File: src/rtl/core/psd_pkg.sv
// Shared types, widths and helpers for the point-to-segment squared distance block
package psd_pkg;

    localparam int COORD_WIDTH = 16;
    localparam int DIFF_W      = COORD_WIDTH + 1;
    localparam int PROD_W      = 2 * DIFF_W;
    localparam int LEN_W       = PROD_W;
    localparam int DOT_W       = PROD_W + 1;
    localparam int NUM_W       = DOT_W + DIFF_W;
    localparam int MAG_W       = NUM_W - 1;
    localparam int QUO_W       = COORD_WIDTH + 4;
    localparam int FOOT_W      = QUO_W + 1;
    localparam int FD_W        = FOOT_W + 1;
    localparam int SQ_W        = 2 * FD_W;
    localparam int TRIAL_W     = LEN_W + QUO_W;
    localparam int DIST_W      = 33;
    localparam int FIFO_DEPTH  = 4;
    localparam int FIFO_AW     = 2;
    localparam int FIFO_CW     = FIFO_AW + 1;

    typedef logic signed [COORD_WIDTH-1:0] coord_t;
    typedef logic signed [DIFF_W-1:0]      diff_t;

    typedef enum logic [1:0] {
        KIND_VERT,
        KIND_HORZ,
        KIND_GEN
    } psd_kind_t;

    // classified item handed from front to back
    typedef struct packed {
        coord_t    ax;
        coord_t    ay;
        coord_t    bx;
        coord_t    by;
        coord_t    cx;
        coord_t    cy;
        diff_t     dx;
        diff_t     dy;
        diff_t     ex;
        diff_t     ey;
        diff_t     fx;
        diff_t     fy;
        psd_kind_t kind;
        logic      axis_span;
    } psd_item_t;

    // context carried alongside the divider
    typedef struct packed {
        psd_kind_t         kind;
        logic              axis_span;
        coord_t            ax;
        coord_t            bx;
        coord_t            cx;
        coord_t            cy;
        logic [DIST_W-1:0] dist_end;
        logic [DIST_W-1:0] dist_axis;
        logic              neg_x;
        logic              neg_y;
    } psd_ctx_t;

    // v in the half-open span between a and b
    function automatic logic span_has(input logic signed [FOOT_W-1:0] a,
                                      input logic signed [FOOT_W-1:0] v,
                                      input logic signed [FOOT_W-1:0] b);
        return ((a >= v) && (v > b)) || ((b >= v) && (v > a));
    endfunction

endpackage

File: src/rtl/core/psd_fifo.sv
// Short queue of classified items between front and back
module psd_fifo (
    input  logic               clk,
    input  logic               rst_n,
    input  logic               wr_en,
    input  psd_pkg::psd_item_t wr_item,
    output logic               fifo_full,
    input  logic               rd_en,
    output psd_pkg::psd_item_t rd_item,
    output logic               fifo_empty
);
    import psd_pkg::*;

    psd_item_t          mem [FIFO_DEPTH];
    logic [FIFO_AW-1:0] wr_ptr_reg;
    logic [FIFO_AW-1:0] rd_ptr_reg;
    logic [FIFO_CW-1:0] count_reg;

    assign fifo_full  = (count_reg == FIFO_CW'(FIFO_DEPTH));
    assign fifo_empty = (count_reg == '0);
    assign rd_item    = mem[rd_ptr_reg];

    // pointers and fill count
    always_ff @(posedge clk or negedge rst_n)
    begin
        if (!rst_n)
        begin
            wr_ptr_reg <= '0;
            rd_ptr_reg <= '0;
            count_reg  <= '0;
        end
        else
        begin
            if (wr_en)
                wr_ptr_reg <= wr_ptr_reg + 1'b1;
            if (rd_en)
                rd_ptr_reg <= rd_ptr_reg + 1'b1;
            if (wr_en && !rd_en)
                count_reg <= count_reg + 1'b1;
            else if (rd_en && !wr_en)
                count_reg <= count_reg - 1'b1;
        end
    end

    // storage
    always_ff @(posedge clk)
    begin
        if (wr_en)
            mem[wr_ptr_reg] <= wr_item;
    end

`ifndef SYNTHESIS
    a_fifo_bound: assert property (@(posedge clk) disable iff (!rst_n)
        count_reg <= FIFO_CW'(FIFO_DEPTH))
        else $error("queue count beyond depth");
    a_fifo_no_underflow: assert property (@(posedge clk) disable iff (!rst_n)
        rd_en |-> !fifo_empty)
        else $error("queue read while empty");
`endif

endmodule

File: config.mk
export PLATFORM = sky130hd
export DESIGN_NAME = psd_fifo
export DESIGN_NICKNAME = d
export VERILOG_FILES = /design/src/rtl/core/psd_pkg.sv /design/src/rtl/core/psd_fifo.sv
export SDC_FILE = /design/constraint.sdc
export NUM_CORES = 1
export LEC_CHECK = 0
export BUFFER_PORTS_ARGS = -buffer_cell sky130_fd_sc_hd__buf_4
export CORE_ASPECT_RATIO = 0.9
export CORE_MARGIN = 4
export CORE_UTILIZATION = 45
export CTS_CLUSTER_DIAMETER = 30
export DETAILED_ROUTE_END_ITERATION = 10
export MAX_ROUTING_LAYER = met4
export PLACE_DENSITY = 0.65
export SLEW_MARGIN = 10
export SYNTH_ARGS = -nofsm -noshare
export SYNTH_HDL_FRONTEND = slang
export SYNTH_SLANG_ARGS = --single-unit
File: constraint.sdc
create_clock -name clk -period 9.4 [get_ports clk]
set_input_delay 1.88 -clock clk [delete_from_list [all_inputs] [get_ports clk]]
set_output_delay 1.88 -clock clk [all_outputs]
set_load 0.01 [all_outputs]
==> results.cfg <==
[yosys]
synth_common_cells = 804 x edfxtp_1, 201 x mux4_2, 20 x buf_2, 19 x buf_6, 7 x dfrtp_1
synth-main-ff-cell = edfxtp_1
synth_area_leader_cell = edfxtp_1
synth_edf_count = 804
synthArstFlopShare_pct = 0.863
post-synth-top-count-cell = edfxtp_1
synth_top_area_share_pct = 82.1
netlist_area_um2 = 29400
syn-num-nets = 1295
synth_warnings = 0
avgSynthCellArea_um2 = 27.1
syn_inst = 1084
yosysUniqueCellTypes = 21
synth-seq-cells = 811
synth.area.top_cells = edfxtp_1 82%, mux4_2 15%, buf_6 0.73%, dfrtp_1 0.60%, buf_2 0.34%
ys_seq_area_share_pct = 82.7

[floorplanning]
die_x_um = 277
core_um2 = 64400
dieArea_um2 = 69500
die_y_um = 251
rows = 88
start_util_pct = 45.7
pin_count = 408

[cts]
hold_buffers = 0
cts_tree = built
clk_latency_ns = 0.69
cts_buffer_depth = 3
post_cts_buffers = 0
path_clk_slew_ns = 0.04
numClockSinks = 811
cts_root_buf = clkbuf_16
cts_resized = 0
htreeDepth = 4
cts_buffers = 141

[sta]
tns_ns = 0
hold_violations = 0
worst_pin_slew_ns = 1.03
fin_skew_ns = 0.0308
fmax_mhz = 175
finalSetupViolCount = 0
slew_headroom_pct = 31.0
slew_viol_final = 0
rsz0062_at_grt = false
min_period_ns = 5.71
period_share_pct = 60.7

[worst_setup_path]
endpoint_kind = output pin
crit_fanout = 39
start_kind = register
critical_path_class = reg2out
crit_arrival_ns = 3.83
crit_required_ns = 7.52

[route]
wl_per_cell_um = 23.1
vias_per_cell = 5.22
ant_nets = 0
vias = 13400
drc = 0
initialDrtViolationCount = 987
wl_mm = 59.6
firstDrtPassIters = 5

[final_layout]
area_delta_synth_final_pct = 29.6
largest_register_ffs = 804
drive_gt1_share_pct = 49.1
nFillCells = 4537
nNetsFinal = 1815
final_area_um2 = 38100

[global_route]
grt_max_degree = 107
grt_overflow = 0
grt_pass1_wl_mm = 89.9
grt_pass1_vias = 14400
track_usage_pct = 17.8
antenna_found_initial = 8

[run]
cap_violations = 0

[run_status]
status = finished clean

[placed_design]
hpwlAfterDp_mm = 34.5
place_area_um2 = 33400
gp_congestion = 0.735
portBuffers = 407

[power_and_ir_drop]
p_leak_uw = 0.0132
ir_drop_v = 0.000253
powerDensity_nw_per_um2 = 349

[hold_path]
hold_path.class = reg2reg
## report_power, final
part / leakage, uW / internal [uW] / switching (uW)
combinational: 0.00344 / 1690 / 1700
sequential: 0.00746 / 4740 / 243
clock: 0.00227 / 3240 / 1700
total: 0.0132 / 9660 / 3640
## cells in the final DEF, fill, tap and decap left out, types with 2 or more instances in the layout
master | netlist | layout
clkbuf_16 | 0 | 142
nand2_1 | 2 | 2
buf_4 | 1 | 418
clkinv_16 | 0 | 4
clkbuf_8 | 0 | 2
inv_16 | 0 | 2
clkinv_2 | 0 | 20
edfxtp_1 | 804 | 804
bufinv_16 | 0 | 16
ha_1 | 5 | 5
clkinv_4 | 0 | 2
xor2_1 | 4 | 4
diode_2 | 0 | 8
inv_6 | 0 | 4
clkinvlp_4 | 0 | 11
clkinv_8 | 0 | 7
and2_4 | 0 | 4
buf_12 | 0 | 4
xnor2_1 | 2 | 2
mux4_2 | 201 | 201
clkinv_1 | 0 | 23
dfrtp_4 | 0 | 2
clkbuf_1 | 3 | 18
dfrtp_1 | 7 | 5
inv_1 | 4 | 4
## final cells by class
cell class | count | area [um^2] | share of cell area, %
flip-flops and latches | 811 | 24300 | 63.8
multi-input cells | 224 | 4740 | 12.4
clock buffers | 162 | 3650 | 9.57
repair buffers | 422 | 3220 | 8.44
clock inverters | 89 | 1080 | 2.82
well taps | 855 | 1070 | 2.81
diodes | 8 | 20.0 | 0.0525
inverters | 4 | 15.0 | 0.0394
## worst paths after layout
kind / startpoint / end / slack [ns] / cells past startpoint
setup / recovery: rd_ptr_reg[0] / rd_item[67] / 3.69 / 4
max in group asynchronous: rst_n / rd_ptr_reg[1] / 8.24 / 1
hold / removal: count_reg[2] / count_reg[2] / 0.49 / 1
setup reg to reg: wr_ptr_reg[0] / mem[2][110] / 6.26 / 5
min in group asynchronous: rst_n / count_reg[1] / 1.00 / 1
hold reg to reg: count_reg[2] / count_reg[2] / 0.49 / 1
## per-layer routing
layer  up-vias  global-route usage [%]  part of all wire, %
met3       104                    7.54                   10
li1       5822                       -                    -
met4         0                    6.07                  2.3
met1      7000                    22.2                   39
met5         -                       -                    0
met2       503                    26.5                   49
## stage by stage
step | cells | total power, uW | util, % | setup WS [ns] | hold slack, ns
after floorplan | 1084 | 7110 | - | 2.37 | 0.456
after global placement | 2316 | 8520 | 51.8 | 4.22 | 0.469
after detailed placement | 2316 | 8550 | 51.8 | 4.21 | 0.481
after CTS | 2567 | 13500 | 59.1 | 3.47 | 0.489
after global routing | 2575 | 13900 | 59.2 | 3.29 | 0.509
final | 2575 | 13300 | 59.2 | 3.69 | 0.486
## critical path: stages (launching register included)
cell,delay [ns]
dfrtp_4,0.92
buf_4,0.59
buf_4,0.75
mux4_2,0.64
buf_4,0.17
## logic make-up after synthesis
logic type,after synthesis,share of synthesized area (%)
flip-flops,811,82.7
multiplexers,202,15.4
buffers and inverters,49,1.25
AND/OR/NAND/NOR,9,0.166
XOR/XNOR,6,0.179
adder cells (fa/ha/maj),6,0.281
AO/OA/AOI/OAI,1,0.0170
Note: power is estimated with default switching activity, not from simulation.
