===== src/rtl/core/psd_pkg.sv =====
// Shared types, widths and helpers for the point-to-segment squared distance block
package psd_pkg;

    localparam int COORD_WIDTH = 16;
    localparam int DIFF_W      = COORD_WIDTH + 1;
    localparam int PROD_W      = 2 * DIFF_W;
    localparam int LEN_W       = PROD_W;
    localparam int DOT_W       = PROD_W + 1;
    localparam int NUM_W       = DOT_W + DIFF_W;
    localparam int MAG_W       = NUM_W - 1;
    localparam int QUO_W       = COORD_WIDTH + 4;
    localparam int FOOT_W      = QUO_W + 1;
    localparam int FD_W        = FOOT_W + 1;
    localparam int SQ_W        = 2 * FD_W;
    localparam int TRIAL_W     = LEN_W + QUO_W;
    localparam int DIST_W      = 33;
    localparam int FIFO_DEPTH  = 4;
    localparam int FIFO_AW     = 2;
    localparam int FIFO_CW     = FIFO_AW + 1;

    typedef logic signed [COORD_WIDTH-1:0] coord_t;
    typedef logic signed [DIFF_W-1:0]      diff_t;

    typedef enum logic [1:0] {
        KIND_VERT,
        KIND_HORZ,
        KIND_GEN
    } psd_kind_t;

    // classified item handed from front to back
    typedef struct packed {
        coord_t    ax;
        coord_t    ay;
        coord_t    bx;
        coord_t    by;
        coord_t    cx;
        coord_t    cy;
        diff_t     dx;
        diff_t     dy;
        diff_t     ex;
        diff_t     ey;
        diff_t     fx;
        diff_t     fy;
        psd_kind_t kind;
        logic      axis_span;
    } psd_item_t;

    // context carried alongside the divider
    typedef struct packed {
        psd_kind_t         kind;
        logic              axis_span;
        coord_t            ax;
        coord_t            bx;
        coord_t            cx;
        coord_t            cy;
        logic [DIST_W-1:0] dist_end;
        logic [DIST_W-1:0] dist_axis;
        logic              neg_x;
        logic              neg_y;
    } psd_ctx_t;

    // v in the half-open span between a and b
    function automatic logic span_has(input logic signed [FOOT_W-1:0] a,
                                      input logic signed [FOOT_W-1:0] v,
                                      input logic signed [FOOT_W-1:0] b);
        return ((a >= v) && (v > b)) || ((b >= v) && (v > a));
    endfunction

endpackage


===== src/rtl/core/psd_front.sv =====
// Front end: takes items, forms differences and classifies the segment
module psd_front (
    input  logic              clk,
    input  logic              rst_n,
    input  logic              push,
    output logic              full,
    input  psd_pkg::coord_t   ax,
    input  psd_pkg::coord_t   ay,
    input  psd_pkg::coord_t   bx,
    input  psd_pkg::coord_t   by,
    input  psd_pkg::coord_t   cx,
    input  psd_pkg::coord_t   cy,
    output psd_pkg::psd_item_t item,
    output logic              item_valid,
    input  logic              item_ready
);
    import psd_pkg::*;

    logic      valid_reg;
    psd_item_t item_reg;
    psd_item_t item_next;
    logic      take;

    // accept when the holding register is empty or leaving
    assign full       = valid_reg && !item_ready;
    assign take       = push && !full;
    assign item       = item_reg;
    assign item_valid = valid_reg;

    // differences and classification
    always_comb
    begin
        item_next.ax = ax;
        item_next.ay = ay;
        item_next.bx = bx;
        item_next.by = by;
        item_next.cx = cx;
        item_next.cy = cy;
        item_next.dx = DIFF_W'(bx) - DIFF_W'(ax);
        item_next.dy = DIFF_W'(by) - DIFF_W'(ay);
        item_next.ex = DIFF_W'(cx) - DIFF_W'(ax);
        item_next.ey = DIFF_W'(cy) - DIFF_W'(ay);
        item_next.fx = DIFF_W'(cx) - DIFF_W'(bx);
        item_next.fy = DIFF_W'(cy) - DIFF_W'(by);
        if (ax == bx)
        begin
            item_next.kind      = KIND_VERT;
            item_next.axis_span = span_has(FOOT_W'(ay), FOOT_W'(cy), FOOT_W'(by));
        end
        else if (ay == by)
        begin
            item_next.kind      = KIND_HORZ;
            item_next.axis_span = span_has(FOOT_W'(ax), FOOT_W'(cx), FOOT_W'(bx));
        end
        else
        begin
            item_next.kind      = KIND_GEN;
            item_next.axis_span = 1'b0;
        end
    end

    // valid flag
    always_ff @(posedge clk or negedge rst_n)
    begin
        if (!rst_n)
            valid_reg <= 1'b0;
        else if (take)
            valid_reg <= 1'b1;
        else if (item_ready)
            valid_reg <= 1'b0;
    end

    // item register
    always_ff @(posedge clk)
    begin
        if (take)
            item_reg <= item_next;
    end

endmodule


===== config.mk =====
export PLATFORM = sky130hd
export DESIGN_NAME = psd_front
export DESIGN_NICKNAME = d
export VERILOG_FILES = /design/src/rtl/core/psd_pkg.sv /design/src/rtl/core/psd_front.sv
export SDC_FILE = /design/constraint.sdc
export NUM_CORES = 1
export LEC_CHECK = 0
export ABC_AREA = 1
export BUFFER_PORTS_ARGS = -buffer_cell sky130_fd_sc_hd__buf_4
export CELL_PAD_IN_SITES_DETAIL_PLACEMENT = 0
export CELL_PAD_IN_SITES_GLOBAL_PLACEMENT = 2
export CORE_UTILIZATION = 33
export DETAILED_ROUTE_END_ITERATION = 7
export GPL_ROUTABILITY_DRIVEN = 1
export PLACE_DENSITY_LB_ADDON = 0.2
export SYNTH_ARGS = -nofsm -noshare
export SYNTH_HDL_FRONTEND = slang
export SYNTH_SLANG_ARGS = --single-unit

===== constraint.sdc =====
create_clock -name clk -period 11.09 [get_ports clk]
set_clock_uncertainty 0.1 [all_clocks]
set_input_delay 0.5545 -clock clk [delete_from_list [all_inputs] [get_ports clk]]
set_output_delay 0.5545 -clock clk [all_outputs]
set_load 0.005 [all_outputs]

==> results.tsv <==
metric	value	unit
yosys-top-cells-area	sky130_fd_sc_hd__edfxtp_1 (54%), sky130_fd_sc_hd__ha_1 (11%), sky130_fd_sc_hd__nand2_1 (7.1%)	
global_route.usage.total	18.1	%
post_layout_nonfiller_instances	1864	
postLayoutCoreUtil	44.5	%
initial_core_util	33.6	%
ys_ff_latch	202	
setup_total_negative_slack	0	ps
power_density	148	nW/um^2
async_set_or_reset_flop_fraction_in_the_synthesized_netlist	0.495	%
drive_gt1_share	27.0	%
yosys.area.top_type_share	53.5	%
post-place-cells	1819	
overflow	0	
grt_antenna_before_repair	1	
first_global_vias	8339	
pwr-share-clk	35.3	%
drt-initial-drc-count	559	
drt-wirelength-per-cell	17.2	um
p_switching	0.000615	W
cts.sinks	202	
grt_max_degree	79	
critical_path.slowest_cell	sky130_fd_sc_hd__buf_4	
final-max-slew-violation-count	0	
floorplan.rows	67	
synth_area_per_inst	10.6	um^2
top_level_ports	303	
wire_length_of_the_first_global_routing_pass	48600	um
finalHoldViolations	0	
reg2regPathDepth	5	
clk_root_buffer_cell	sky130_fd_sc_hd__clkbuf_16	
yosysSeqAreaShare	53.8	%
path_max_fanout	78	
post-route-period-util	24.1	%
die_footprint	34900	um^2
sequential_power_share	43.0	%
irDropWorstVdd	0.0977	mV
synth_common_cells	sky130_fd_sc_hd__nand2_1 (213), sky130_fd_sc_hd__edfxtp_1 (201), sky130_fd_sc_hd__inv_1 (164)	
post_synth_instance_area	11300	um^2
crit_reg_reg_endpoint	item[123]	
area_growth	32.3	%
cts_max_path_buffers	3	
dominantRegCellSynth	sky130_fd_sc_hd__edfxtp_1	
yosys.cell_types.count	41	
worst-setup-path-type	register to register	
report.final.setup_viol	0	
hp-class	input pin to register	
routed_wirelength	32100	um
detailed_place_hpwl	25700	um
fmax	0.375	GHz
placement.io_buffers	302	
power.static_leakage	6.99	nW
detailroute.via_count	8525	
die_x	187	um
tritoncts	done	
netlist_instances	1066	
latest_clock_arrival_within_the_worst_skew_pair	520	ps
cell_internal_pwr	0.00159	W
power.share.combinational	21.7	%
crit_path_arrival_time	2710	ps
timing.critical_path.slowest_cell_delay	900	ps
cts_buffers	25	
clk_transition_reported_paths	60	ps
die-height	187	um
layout_min_cycle_time	2670	ps
nets	1605	
crit_path_start_kind	register	
dr.pass1.iters	5	
startpoint_of_the_worst_register_to_register_path	item_valid	
max_slew.worst_pin.slew	1010	ps
post-synth-top-area-cell	sky130_fd_sc_hd__edfxtp_1	
design.core.area	33500	um^2
critical_path_required	11130	ps
cpMostUsedCell	sky130_fd_sc_hd__buf_4	
finalWeightedCongestion	0.873	
largest_register_ffs	201	
detail-route-antenna-nets	0	
outcome	finished, final reports clean	
mappedNetlistNets	1272	
worstSetupEndpointType	register	
hold-path-cell-count	1	
rrSetupSlack	8420	ps
timing.max_slew.rel_slack	33.0	%
sw_frac_of_total	27.9	%
worstPathCellList	nand2_1 -> inv_1 -> nor2_4 -> buf_4 -> buf_4	
timing.hold.worst.start	ax[5]	
via_per_inst	4.57	
worstHoldEndpoint	item[190]	
synth_enable_flop_cells	201	
synth.most_common_cell	sky130_fd_sc_hd__nand2_1	
drcViolationCount	0	
rsz0062_at_grt	false	
htree_levels	1	
yosysWarningCount	0	
cap_violations	0	
==> kinds of logic (layout without fill, tap and decap cells) <==
family | count (synthesis) | count (layout) | share of synthesized area, %
DFF | 202 | 202 | 53.8
other | 0 | 1 | 0
and+or+nand+nor | 347 | 347 | 13.3
buffers and inverters | 172 | 521 | 5.73
adders and majority gates | 106 | 106 | 12.2
xor gates and xnor gates | 85 | 85 | 6.60
AOI/OAI and AO/OA | 154 | 154 | 8.42
==> final cells by class <==
type / instances / area (um^2)
clock buffers: 25 / 626
diodes: 1 / 2.50
clock inverters: 18 / 148
fillers: 3301 / 18600
flip-flops and latches: 202 / 6060
inverters: 172 / 646
well taps: 448 / 561
repair buffers: 306 / 2300
multi-input cells: 692 / 4570
==> worst max-delay path, delay by kind of cell (launching register included) <==
kind	cells	cell delay, ps
buffers and inverters	3	1580
flip-flops	1	370
AND/OR/NAND/NOR	2	150
==> worst max-delay path by stage <==
stage	start	to	slack, ps
final	item_valid	item[123]	8420
after detailed placement	item_ready	item[36]	8060
after global placement	item_ready	item[134]	8120
after global routing	item_valid	item[123]	8210
after floorplan	item_ready	item[0]	1140
after CTS	item_valid	item[155]	8350
==> power by group through the flow <==
| stage | clock [W] | sequential (W) | combinational [W] |
|---|---|---|---|
| 2_1_floorplan | 0 | 0.000984 | 0.000251 |
| 3_3_place_gp | 0 | 0.000964 | 0.000486 |
| 3_5_place_dp | 0 | 0.000965 | 0.000481 |
| 4_1_cts | 0.000805 | 0.000951 | 0.000484 |
| 5_1_grt | 0.000831 | 0.000956 | 0.000534 |
| 6_report | 0.000780 | 0.000950 | 0.000478 |
==> layer usage <==
| metal | wire [um] | track usage (%) | part of all wire (%) |
|---|---|---|---|
| met2 | 13100 | 26.2 | 41 |
| met3 | 2370 | 4.05 | 7.4 |
| met4 | 425 | 3.31 | 1.3 |
| met1 | 16200 | 27.4 | 51 |
| met5 | 0 | 0 | 0 |
==> metrics by stage <==
step	instance area [um^2]	setup slack, ps	hold WS (ps)	total power, W
CTS	14900	8350	89.5	0.00224
detailed placement	14100	8060	230	0.00145
global placement	14100	8120	232	0.00145
global route	14900	8210	86.4	0.00232
floorplan	11300	1140	159	0.00123
finish	14900	8420	115	0.00221
==> cell usage in the layout, fill, tap and decap left out, types with 21 or more instances in the layout <==
cell type,synthesis,routed
sky130_fd_sc_hd__nand3_1,38,38
sky130_fd_sc_hd__edfxtp_1,201,201
sky130_fd_sc_hd__ha_1,100,100
sky130_fd_sc_hd__nor2_1,47,46
sky130_fd_sc_hd__xnor2_1,21,21
sky130_fd_sc_hd__clkbuf_16,0,25
sky130_fd_sc_hd__nand2_1,213,213
sky130_fd_sc_hd__a21oi_1,79,79
sky130_fd_sc_hd__inv_1,164,164
sky130_fd_sc_hd__xor2_1,64,64
sky130_fd_sc_hd__buf_4,0,305
==> repair_timing <==
action,in CTS,in global routing
hold buffers,1,0
setup buffers,0,0
gates resized for setup,0,0
hold endpoints to repair,1,0
Power figures use the tool's default switching activity.
